`src/rtl/core/can_std_id_filter_rx_fifo_defines.svh`:
```
// ----------------------------------------------------------------------------
// CAN receive filter / FIFO assertion macros
// Shared concurrent assertion forms; clocked on clk, disabled in rst.
// ----------------------------------------------------------------------------
`ifndef CAN_STD_ID_FILTER_RX_FIFO_DEFINES_SVH
`define CAN_STD_ID_FILTER_RX_FIFO_DEFINES_SVH

// condition holds at every edge out of reset
`define CANFRX_ASSERT_ALWAYS(lbl, cond, msg) \
  lbl: assert property (@(posedge clk) disable iff (rst) (cond)) else $error(msg);

// antecedent at one edge implies consequent at the same edge
`define CANFRX_ASSERT_SAME(lbl, ante, cons, msg) \
  lbl: assert property (@(posedge clk) disable iff (rst) (ante) |-> (cons)) else $error(msg);

// antecedent at one edge implies consequent at the next edge
`define CANFRX_ASSERT_NEXT(lbl, ante, cons, msg) \
  lbl: assert property (@(posedge clk) disable iff (rst) (ante) |=> (cons)) else $error(msg);

`endif

```
`src/rtl/core/canfrx_pkg.sv`:
```
// ----------------------------------------------------------------------------
// canfrx_pkg
// Types and constants of the CAN standard-id filter and receive FIFO.
// ----------------------------------------------------------------------------
package canfrx_pkg;

  // default sizes
  localparam int FILTERS_DEF  = 8;
  localparam int RX_DEPTH_DEF = 8;

  // field widths
  localparam int ID_W      = 11;
  localparam int LEN_W     = 4;
  localparam int DATA_W    = 64;
  localparam int CNT_OUT_W = 4;
  localparam int CFG_IDX_W = 1;

  // item operations
  typedef enum logic [1:0] {
    OP_FRAME = 2'd0,
    OP_POP   = 2'd1,
    OP_ADD   = 2'd2,
    OP_CLEAR = 2'd3
  } opcode_t;

  // configuration register indexes
  typedef enum logic [CFG_IDX_W-1:0] {
    REG_OVERWRITE     = 1'd0,
    REG_REJECT_REMOTE = 1'd1
  } cfg_reg_t;

  // sequencer states
  typedef enum logic [2:0] {
    S_IDLE,
    S_SCAN,
    S_UPDATE,
    S_HEAD_RD,
    S_HEAD
  } state_t;

endpackage

```
`src/rtl/core/canfrx_ram.sv`:
```
// ----------------------------------------------------------------------------
// canfrx_ram
// Generic single-port-write, single-port-read RAM with registered read.
// ----------------------------------------------------------------------------
module canfrx_ram #(
  parameter int WIDTH = 8,
  parameter int DEPTH = 8,
  localparam int AW = (DEPTH > 1) ? $clog2(DEPTH) : 1
) (
  input  logic             clk,
  input  logic             we,
  input  logic [AW-1:0]    waddr,
  input  logic [WIDTH-1:0] wdata,
  input  logic             re,
  input  logic [AW-1:0]    raddr,
  output logic [WIDTH-1:0] rdata
);

  logic [WIDTH-1:0] mem [DEPTH];

  // write port
  always_ff @(posedge clk) begin
    if (we) begin
      mem[waddr] <= wdata;
    end
  end

  // registered read port
  always_ff @(posedge clk) begin
    if (re) begin
      rdata <= mem[raddr];
    end
  end

endmodule

```
`src/rtl/core/can_std_id_filter_rx_fifo.sv`:
```
// ----------------------------------------------------------------------------
// can_std_id_filter_rx_fifo
// CAN receive path: ordered id/mask acceptance filter list and receive FIFO.
// ----------------------------------------------------------------------------
// Sequence: pop, add, clear and frames rejected before filtering go through
// S_UPDATE, S_HEAD_RD and S_HEAD; a frame that reaches the filters first walks
// the filter RAM in S_SCAN, one read per cycle, until a hit or the list end.
// The result register loads from S_HEAD once the output is free.
// One word is in work at a time; the next is taken once the result is queued.
// Reset (rst, synchronous): filter list and FIFO empty, both config bits 1.
module can_std_id_filter_rx_fifo #(
  parameter int FILTERS  = canfrx_pkg::FILTERS_DEF,
  parameter int RX_DEPTH = canfrx_pkg::RX_DEPTH_DEF
) (
  input  logic                                clk,
  input  logic                                rst,
  // configuration
  input  logic                                cfg_valid,
  output logic                                cfg_ready,
  input  logic [canfrx_pkg::CFG_IDX_W-1:0]    cfg_index,
  input  logic                                cfg_data,
  // input words
  input  logic                                in_valid,
  output logic                                in_stall,
  input  logic [1:0]                          opcode,
  input  logic [canfrx_pkg::ID_W-1:0]         frame_id,
  input  logic                                frame_extended,
  input  logic                                frame_remote,
  input  logic [canfrx_pkg::LEN_W-1:0]        frame_length,
  input  logic [canfrx_pkg::DATA_W-1:0]       frame_payload,
  input  logic [canfrx_pkg::ID_W-1:0]         filter_id,
  input  logic [canfrx_pkg::ID_W-1:0]         filter_mask,
  // result words
  output logic                                out_valid,
  input  logic                                out_stall,
  output logic                                accepted,
  output logic                                message_lost,
  output logic [canfrx_pkg::CNT_OUT_W-1:0]    fill_level,
  output logic                                fifo_full,
  output logic [canfrx_pkg::ID_W-1:0]         head_id,
  output logic [canfrx_pkg::LEN_W-1:0]        head_length,
  output logic [canfrx_pkg::DATA_W-1:0]       head_payload,
  output logic [canfrx_pkg::CNT_OUT_W-1:0]    filters_in_use
);
  import canfrx_pkg::*;

  `include "can_std_id_filter_rx_fifo_defines.svh"

  localparam int FAW     = (FILTERS > 1) ? $clog2(FILTERS) : 1;
  localparam int FCNT_W  = $clog2(FILTERS + 1);
  localparam int RAW     = $clog2(RX_DEPTH);
  localparam int RCNT_W  = $clog2(RX_DEPTH + 1);
  localparam int SUM_W   = RCNT_W + 1;
  localparam int FILT_W  = 2 * ID_W;
  localparam int FRM_W   = ID_W + LEN_W + DATA_W;

  localparam logic [FCNT_W-1:0] FILTERS_C  = FCNT_W'(FILTERS);
  localparam logic [RCNT_W-1:0] RX_DEPTH_C = RCNT_W'(RX_DEPTH);
  localparam logic [SUM_W-1:0]  RX_DEPTH_S = SUM_W'(RX_DEPTH);
  localparam logic [RAW-1:0]    RI_LAST    = RAW'(RX_DEPTH - 1);

  // control state
  state_t              state, state_next;
  logic [FCNT_W-1:0]   filter_count, filter_count_next;
  logic [RCNT_W-1:0]   stored_count, stored_count_next;
  logic [RAW-1:0]      read_index, read_index_next;
  logic [FCNT_W-1:0]   scan_idx;
  logic                pend_valid;
  logic                match_hit;
  logic                acc_q, lost_q, acc_next, lost_next;
  logic                overwrite_when_full;
  logic                reject_remote_frames;

  // captured word
  opcode_t             op_q;
  logic [ID_W-1:0]     fid_q;
  logic [LEN_W-1:0]    flen_q;
  logic [DATA_W-1:0]   fdata_q;
  logic [ID_W-1:0]     filt_id_q;
  logic [ID_W-1:0]     filt_mask_q;

  // memory ports
  logic                filt_we, filt_re;
  logic [FAW-1:0]      filt_waddr, filt_raddr;
  logic [FILT_W-1:0]   filt_wdata, filt_rdata;
  logic                frm_we, frm_re;
  logic [RAW-1:0]      frm_waddr, frm_raddr;
  logic [FRM_W-1:0]    frm_wdata, frm_rdata;

  // helpers
  logic                accept_in;
  logic                out_free;
  logic                issue_ok;
  logic                hit;
  logic [ID_W-1:0]     cmp_mask;
  logic [SUM_W-1:0]    slot_sum;
  logic [SUM_W-1:0]    slot_wrap;
  logic [RAW-1:0]      slot;
  logic [RAW-1:0]      ri_inc;
  logic [31:0]         fill_wide;
  logic [31:0]         fcnt_wide;
  logic                drop_seen;

  assign accept_in = in_valid && !in_stall;
  assign in_stall  = (state != S_IDLE);
  assign cfg_ready = 1'b1;
  assign out_free  = !out_valid || !out_stall;

  // filter compare on the word read last cycle: {mask, id}
  assign cmp_mask = filt_rdata[FILT_W-1:ID_W];
  assign hit      = pend_valid &&
                    ((fid_q & cmp_mask) == (filt_rdata[ID_W-1:0] & cmp_mask));
  assign issue_ok = (scan_idx < filter_count);

  // FIFO slot arithmetic
  assign slot_sum  = SUM_W'(read_index) + SUM_W'(stored_count);
  assign slot_wrap = (slot_sum >= RX_DEPTH_S) ? (slot_sum - RX_DEPTH_S) : slot_sum;
  assign slot      = slot_wrap[RAW-1:0];
  assign ri_inc    = (read_index == RI_LAST) ? '0 : read_index + 1'b1;

  // filter list memory
  canfrx_ram #(.WIDTH(FILT_W), .DEPTH(FILTERS)) u_filt_ram (
    .clk   (clk),
    .we    (filt_we),
    .waddr (filt_waddr),
    .wdata (filt_wdata),
    .re    (filt_re),
    .raddr (filt_raddr),
    .rdata (filt_rdata)
  );

  // frame store memory: {id, length, payload}
  canfrx_ram #(.WIDTH(FRM_W), .DEPTH(RX_DEPTH)) u_frm_ram (
    .clk   (clk),
    .we    (frm_we),
    .waddr (frm_waddr),
    .wdata (frm_wdata),
    .re    (frm_re),
    .raddr (frm_raddr),
    .rdata (frm_rdata)
  );

  // next state
  always_comb begin
    state_next = state;
    case (state)
      S_IDLE: begin
        if (accept_in) begin
          if ((opcode == OP_FRAME) && !frame_extended &&
              !(frame_remote && reject_remote_frames)) begin
            state_next = S_SCAN;
          end else begin
            state_next = S_UPDATE;
          end
        end
      end
      S_SCAN: begin
        if (hit || !issue_ok) begin
          state_next = S_UPDATE;
        end
      end
      S_UPDATE:  state_next = S_HEAD_RD;
      S_HEAD_RD: state_next = S_HEAD;
      S_HEAD: begin
        if (out_free) begin
          state_next = S_IDLE;
        end
      end
      default:   state_next = S_IDLE;
    endcase
  end

  // memory accesses and state updates per state
  always_comb begin
    filt_re           = 1'b0;
    filt_raddr        = scan_idx[FAW-1:0];
    filt_we           = 1'b0;
    filt_waddr        = filter_count[FAW-1:0];
    filt_wdata        = {filt_mask_q, filt_id_q};
    frm_we            = 1'b0;
    frm_waddr         = slot;
    frm_wdata         = {fid_q, flen_q, fdata_q};
    frm_re            = 1'b0;
    frm_raddr         = read_index;
    filter_count_next = filter_count;
    stored_count_next = stored_count;
    read_index_next   = read_index;
    acc_next          = acc_q;
    lost_next         = lost_q;
    case (state)
      S_IDLE: begin
        // new word: clear the result flags
        if (accept_in) begin
          acc_next  = 1'b0;
          lost_next = 1'b0;
        end
      end
      S_SCAN: begin
        filt_re = issue_ok && !hit;
      end
      S_UPDATE: begin
        case (op_q)
          OP_FRAME: begin
            if (match_hit) begin
              if (stored_count < RX_DEPTH_C) begin
                frm_we            = 1'b1;
                stored_count_next = stored_count + 1'b1;
                acc_next          = 1'b1;
              end else if (overwrite_when_full) begin
                // full: replace the oldest entry
                frm_we          = 1'b1;
                frm_waddr       = read_index;
                read_index_next = ri_inc;
                acc_next        = 1'b1;
                lost_next       = 1'b1;
              end else begin
                lost_next = 1'b1;
              end
            end
          end
          OP_POP: begin
            if (stored_count != '0) begin
              read_index_next   = ri_inc;
              stored_count_next = stored_count - 1'b1;
            end
          end
          OP_ADD: begin
            if (filter_count < FILTERS_C) begin
              filt_we           = 1'b1;
              filter_count_next = filter_count + 1'b1;
            end
          end
          OP_CLEAR: begin
            filter_count_next = '0;
          end
          default: ;
        endcase
      end
      S_HEAD_RD: begin
        frm_re = 1'b1;
      end
      default: ;
    endcase
  end

  // control registers
  always_ff @(posedge clk) begin
    if (rst) begin
      state        <= S_IDLE;
      filter_count <= '0;
      stored_count <= '0;
      read_index   <= '0;
      scan_idx     <= '0;
      pend_valid   <= 1'b0;
      match_hit    <= 1'b0;
      acc_q        <= 1'b0;
      lost_q       <= 1'b0;
    end else begin
      state        <= state_next;
      filter_count <= filter_count_next;
      stored_count <= stored_count_next;
      read_index   <= read_index_next;
      acc_q        <= acc_next;
      lost_q       <= lost_next;
      if (accept_in) begin
        scan_idx   <= '0;
        pend_valid <= 1'b0;
        match_hit  <= 1'b0;
      end else if (state == S_SCAN) begin
        pend_valid <= filt_re;
        if (filt_re) begin
          scan_idx <= scan_idx + 1'b1;
        end
        if (hit) begin
          match_hit <= 1'b1;
        end
      end
    end
  end

  // captured word fields
  always_ff @(posedge clk) begin
    if (accept_in) begin
      op_q        <= opcode_t'(opcode);
      fid_q       <= frame_id;
      flen_q      <= frame_length;
      fdata_q     <= frame_payload;
      filt_id_q   <= filter_id;
      filt_mask_q <= filter_mask;
    end
  end

  // configuration registers
  always_ff @(posedge clk) begin
    if (rst) begin
      overwrite_when_full  <= 1'b1;
      reject_remote_frames <= 1'b1;
    end else if (cfg_valid && cfg_ready) begin
      case (cfg_index)
        REG_OVERWRITE:     overwrite_when_full  <= cfg_data;
        REG_REJECT_REMOTE: reject_remote_frames <= cfg_data;
        default: ;
      endcase
    end
  end

  // result register
  assign fill_wide = 32'(stored_count);
  assign fcnt_wide = 32'(filter_count);

  always_ff @(posedge clk) begin
    if (rst) begin
      out_valid <= 1'b0;
    end else if ((state == S_HEAD) && out_free) begin
      out_valid <= 1'b1;
    end else if (out_valid && !out_stall) begin
      out_valid <= 1'b0;
    end
  end

  always_ff @(posedge clk) begin
    if ((state == S_HEAD) && out_free) begin
      accepted       <= acc_q;
      message_lost   <= lost_q;
      fill_level     <= fill_wide[CNT_OUT_W-1:0];
      fifo_full      <= (stored_count == RX_DEPTH_C);
      filters_in_use <= fcnt_wide[CNT_OUT_W-1:0];
      if (stored_count != '0) begin
        head_id      <= frm_rdata[FRM_W-1 -: ID_W];
        head_length  <= frm_rdata[DATA_W +: LEN_W];
        head_payload <= frm_rdata[DATA_W-1:0];
      end else begin
        head_id      <= '0;
        head_length  <= '0;
        head_payload <= '0;
      end
    end
  end

  // checks
  assign drop_seen = out_valid && message_lost && !accepted;

  `CANFRX_ASSERT_ALWAYS(a_fifo_bound, (stored_count <= RX_DEPTH_C), "FIFO count beyond depth")
  `CANFRX_ASSERT_ALWAYS(a_filt_bound, (filter_count <= FILTERS_C), "filter count beyond list")
  `CANFRX_ASSERT_ALWAYS(a_ri_bound, (read_index <= RI_LAST), "read index out of range")
  `CANFRX_ASSERT_NEXT(a_busy_after_accept, accept_in, (state != S_IDLE), "word accepted but idle")
  `CANFRX_ASSERT_SAME(a_drop_when_full, drop_seen, fifo_full, "frame dropped without full FIFO")

endmodule
```
`config.mk`:
```
export PLATFORM = sky130hd
export DESIGN_NAME = can_std_id_filter_rx_fifo
export DESIGN_NICKNAME = d
export VERILOG_FILES = /design/src/rtl/core/canfrx_pkg.sv /design/src/rtl/core/canfrx_ram.sv /design/src/rtl/core/can_std_id_filter_rx_fifo.sv
export VERILOG_INCLUDE_DIRS = /design/src /design/src/rtl/core
export SDC_FILE = /design/constraint.sdc
export NUM_CORES = 1
export LEC_CHECK = 0
export ABC_AREA = 1
export BUFFER_PORTS_ARGS = -buffer_cell sky130_fd_sc_hd__buf_2
export CAP_MARGIN = 25
export CELL_PAD_IN_SITES_DETAIL_PLACEMENT = 2
export CELL_PAD_IN_SITES_GLOBAL_PLACEMENT = 2
export CORE_ASPECT_RATIO = 0.5
export CORE_MARGIN = 5
export CORE_UTILIZATION = 47
export CTS_CLUSTER_DIAMETER = 100
export DETAILED_ROUTE_END_ITERATION = 8
export PLACE_DENSITY_LB_ADDON = 0.1
export SETUP_SLACK_MARGIN = 0.2
export SYNTH_ARGS = -nofsm -noshare
export SYNTH_HDL_FRONTEND = slang
export SYNTH_SLANG_ARGS = --single-unit
```
`constraint.sdc`:
```
create_clock -name clk -period 14.85 [get_ports clk]
set_clock_uncertainty 0.2 [all_clocks]
set_input_delay 0.7425 -clock clk [delete_from_list [all_inputs] [get_ports clk]]
set_output_delay 0.7425 -clock clk [all_outputs]
set_load 0.005 [all_outputs]
```
==> summary.txt, run 1 <==
Floorplan
  • DIE HEIGHT: 222.1 um
  • Die width: 434.1 um
  • Row count: 77
  • Initial Utilization: 0.4764
  • Io pins: 205

Yosys
  • Post-synth EDFFs: 1102
  • Net Count, Synth: 3160
  • Netlist cell types: 42
  • Post-synth top cells: edfxtp_1 (1102), nor2_1 (814), o21ai_0 (401)
  • Simple-Gate Fraction of Synth Area: 0.08630
  • Asr flop ratio synth: 0
  • Main synth FF type: edfxtp_1
  • Yosys top cell area share: 0.7828
  • Compound-Gate Fraction of Synth Area: 0.08231
  • Ys Warns: 0
  • Synth Area in Adders: 0.003907
  • Synthesized area per cell: 13.92 sq um
  • Cell taking the most area after synthesis: edfxtp_1
  • Largest family of logic cells by synthesized area: simple AND/OR/NAND/NOR gates
  • Post-synthesis xor/xnor area fraction: 0.001421
  • Mux share of post-synthesis cell area: 0
  • Syn Inst Count: 3036
  • Ranking of synthesized cells by area: edfxtp_1 (78%), nor2_1 (7.2%), o21ai_0 (4.7%)
  • Synth Cell Area: 42280 sq um
  • Top-count cell post-synth: edfxtp_1
  • Sequential cell area fraction in the yosys report: 0.7946
  • Yosys reg bits: 1127

Status
  • Run Error: [ERROR DPL-0033] detailed placement checks failed during check placement.
  • Status: aborted with a tool error
  • Last stage reached: detailed placement

Place
  • Buffers on Ports: 203
  • RD Place Congestion: 0.7222
  • Hpwl dp: 80460 um
==> kinds of logic after synthesis <==
group / after synthesis
compound gates: 643
xor+xnor: 6
fa+ha+maj: 12
buf+inv: 311
flops: 1127
other cells: 1
simple gates: 936
==> per-stage QoR <==
step           setup slack [ns]  cell area [sq um]  cells  hold slack [ns]
2_1_floorplan             9.041              42280   3036           0.2064
3_3_place_gp              10.50              44480   4306           0.2151
==> run 2, diff against run 1 <==
CELL_PAD_IN_SITES_DETAIL_PLACEMENT = not set   (was 2)
CELL_PAD_IN_SITES_GLOBAL_PLACEMENT = not set   (was 2)
CORE_ASPECT_RATIO = not set   (was 0.5)
CORE_UTILIZATION = 40   (was 47)
CTS_CLUSTER_DIAMETER = not set   (was 100)
PLACE_DENSITY_LB_ADDON = 0.15   (was 0.1)
SETUP_SLACK_MARGIN = not set   (was 0.2)
==> run 2 against run 1 <==
Effect of this change:
- the flow now finishes without violations
- synthesized cell count is the same
- area after synthesis did not move
==> summary.txt, run 2 <==
CTS
  • TritonCTS Sinks: 1127
  • Root Driver: clkbuf_16
  • Clock transition at path regs: 0.06 ns
  • CTS max path bufs: 3
  • CTS buffer count: 115
  • CTS tree: built
  • H-tree depth: 3
  • Clock Latency Late Sink: 0.70 ns

Drt
  • DRT Wirelength: 97340 um
  • DR vias: 24470
  • ANT nets after route: 0
  • # DRC: 0
  • Initial DRT Pass Iterations: 6
  • WL/cell: 20.25 um
  • Iteration-0 DRC Markers: 1963
  • Vias/cell: 5.091

Global route
  • GR Util met1: 0.2367
  • Largest net degree at the start of global routing: 153
  • First-pass GRT wire length: 148300 um
  • Total Routing Usage GR: 0.1707
  • Met2 GRT Util: 0.2826
  • Vias in the first global route: 24660
  • GRT busiest layer: met2
  • Total grt overflow: 0
  • Number of antenna violations at the first check in global routing: 4
  • Met3 Resource Use GR: 0.02759

Place
  • Buffers on Ports: 203 (unchanged)
  • Placed cells: 4506
  • Hpwl dp: 54380 um (was 80460 um)
  • Placed Area: 44780 sq um
  • RD Place Congestion: 0.7526 (was 0.7222)

Floorplan
  • Row count: 119 (was 77)
  • Die width: 335.1 um (was 434.1 um)
  • Initial Utilization: 0.4022 (was 0.4764)
  • Io pins: 205 (unchanged)
  • DIE HEIGHT: 335.1 um (was 222.1 um)
  • Core area: 105100 sq um
  • Total die area: 112300 sq um

Yosys
  • Top-count cell post-synth: edfxtp_1 (unchanged)
  • Main synth FF type: edfxtp_1 (unchanged)
  • Netlist cell types: 42 (unchanged)
  • Net Count, Synth: 3160 (unchanged)
  • Ys Warns: 0 (unchanged)
  • Post-synth EDFFs: 1102 (unchanged)
  • Ranking of synthesized cells by area: edfxtp_1 (78%), nor2_1 (7.2%), o21ai_0 (4.7%) (unchanged)
  • Yosys top cell area share: 0.7828 (unchanged)
  • Cell taking the most area after synthesis: edfxtp_1 (unchanged)
  • Post-synth top cells: edfxtp_1 (1102), nor2_1 (814), o21ai_0 (401) (unchanged)
  • Synth Cell Area: 42280 sq um (unchanged)
  • Yosys reg bits: 1127 (unchanged)
  • Asr flop ratio synth: 0 (unchanged)
  • Synthesized area per cell: 13.92 sq um (unchanged)
  • Syn Inst Count: 3036 (unchanged)
  • Sequential cell area fraction in the yosys report: 0.7946 (unchanged)

Worst setup path
  • CP startpoint kind: flip-flop
  • CP endpoint kind: flip-flop
  • Crit Path Max Fanout: 55
  • CP peak stage delay: 0.81 ns
  • CP cell instances: ha_1, inv_1, fa_1, xnor2_1, nand2_1, xor2_2, inv_1, nand2_1, nor2_4, buf_4
  • CP Class: flip-flop to flip-flop
  • Buffers & Inverters on Critical Path: 3
  • Worst path required time: 14.96 ns
  • Critical path arrival: 4.43 ns
  • Slowest CP cell: buf_4
  • Delay-heaviest family, CP: simple AND/OR/NAND/NOR gates

Power
  • Max VDD drop: 0.09999 mV
  • Lkg Pwr: 16.86 nW
  • P per Cell Area: 131.9 nW/um^2

Layout
  • Largest regs: u_frm_ram.mem x632, u_filt_ram.mem x176, u_frm_ram.rdata x79
  • Most frequent cells in the layout: edfxtp_1 (1102), nor2_1 (804), o21ai_0 (401), buf_2 (203), inv_1 (137)
  • Finished layout cell area: 49340 sq um
  • Largest register FFs: 632
  • Final #Nets: 3446
  • Most flop-heavy register: u_frm_ram.mem
  • Core Util, Final: 0.4694
  • Share of cells above drive strength 1: 0.1315
  • Non-Filler Instances: 4806
  • Synth-to-layout area growth: 16.72%
  • Commonest non-fill, non-tap cell in the layout: edfxtp_1

Min path
  • Min-Delay Path Class: input port to flip-flop

STA
  • Final Hold Fails: 0
  • Fmax: 231.6 MHz
  • Slew HR: 0.3220
  • Crit path time final: 4.317 ns
  • Setup-failing EPs final: 0
  • Sum of negative setup slack: 0 ns
  • Final period util: 0.2907
  • Slew @ Worst Pin: 1.017 ns
  • RSZ-0062 raised after global routing: false
  • Final Max Slew Viols: 0
  • WHS: 0.05638 ns

Status
  • Status: finished clean (was aborted with a tool error)

Flow run
  • Maximum capacitance violations: 0
run 2: cell counts after synthesis:
Identical to the previous run, type by type.
run 2: power breakdown:
| group | internal [mW] | total [mW] | switching, mW |
|---|---|---|---|
| registers | 3.56 | 3.63 | 0.0689 |
| clock network | 1.58 | 2.75 | 1.18 |
| logic | 0.0477 | 0.123 | 0.0750 |
run 2: area by class of cell:
type	instances	area, sq um
timing repair buffer	333	2372
antenna	1	2.502
clock inverter	66	585.6
fill	9245	55780
inverter	147	573.1
multi-input combinational	1598	7452
sequential	1127	33600
clock buffer	143	3014
tap	1391	1740
run 2: repair_timing:
action	4_1_cts	5_1_grt
resized for setup	0	0
hold buffers	86	0
hold endpoints to repair	86	0
setup buffers	0	0
run 2: path summary, 6_finish.rpt:
kind	from	endpoint	slack (ns)	cells past startpoint
worst max register to register	frm_raddr[0]	u_frm_ram.mem[4][27]	10.53	10
worst max-delay path	frm_raddr[0]	u_frm_ram.mem[4][27]	10.53	10
worst min register to register	filter_count[3]	filters_in_use[3]	0.26	0
worst min-delay path	filter_mask[6]	filt_mask_q[6]	0.06	1
run 2: kinds of logic after synthesis:
family,after synthesis,synth area share
xor gates and xnor gates,6,0.001421
DFF,1127,0.7946
adders and majority gates,12,0.003907
other,1,0.00008870
AOI/OAI and AO/OA,643,0.08231
and+or+nand+nor,936,0.08630
buffers and inverters,311,0.03137
run 2: layer usage:
metal  share of wire  vias to the layer above
li1                -                    11550
met3           0.050                      140
met4           0.023                        0
met5               0                        -
met1            0.45                    12220
met2            0.48                      563
run 2: through the flow:
stage	setup WS (ns)	total power, mW
6_report	10.53	6.509
5_1_grt	10.27	6.743
3_3_place_gp	10.27	3.801
4_1_cts	10.40	6.596
2_1_floorplan	9.041	3.722
3_5_place_dp	10.40	3.809
(Power assumes the default switching activity.)
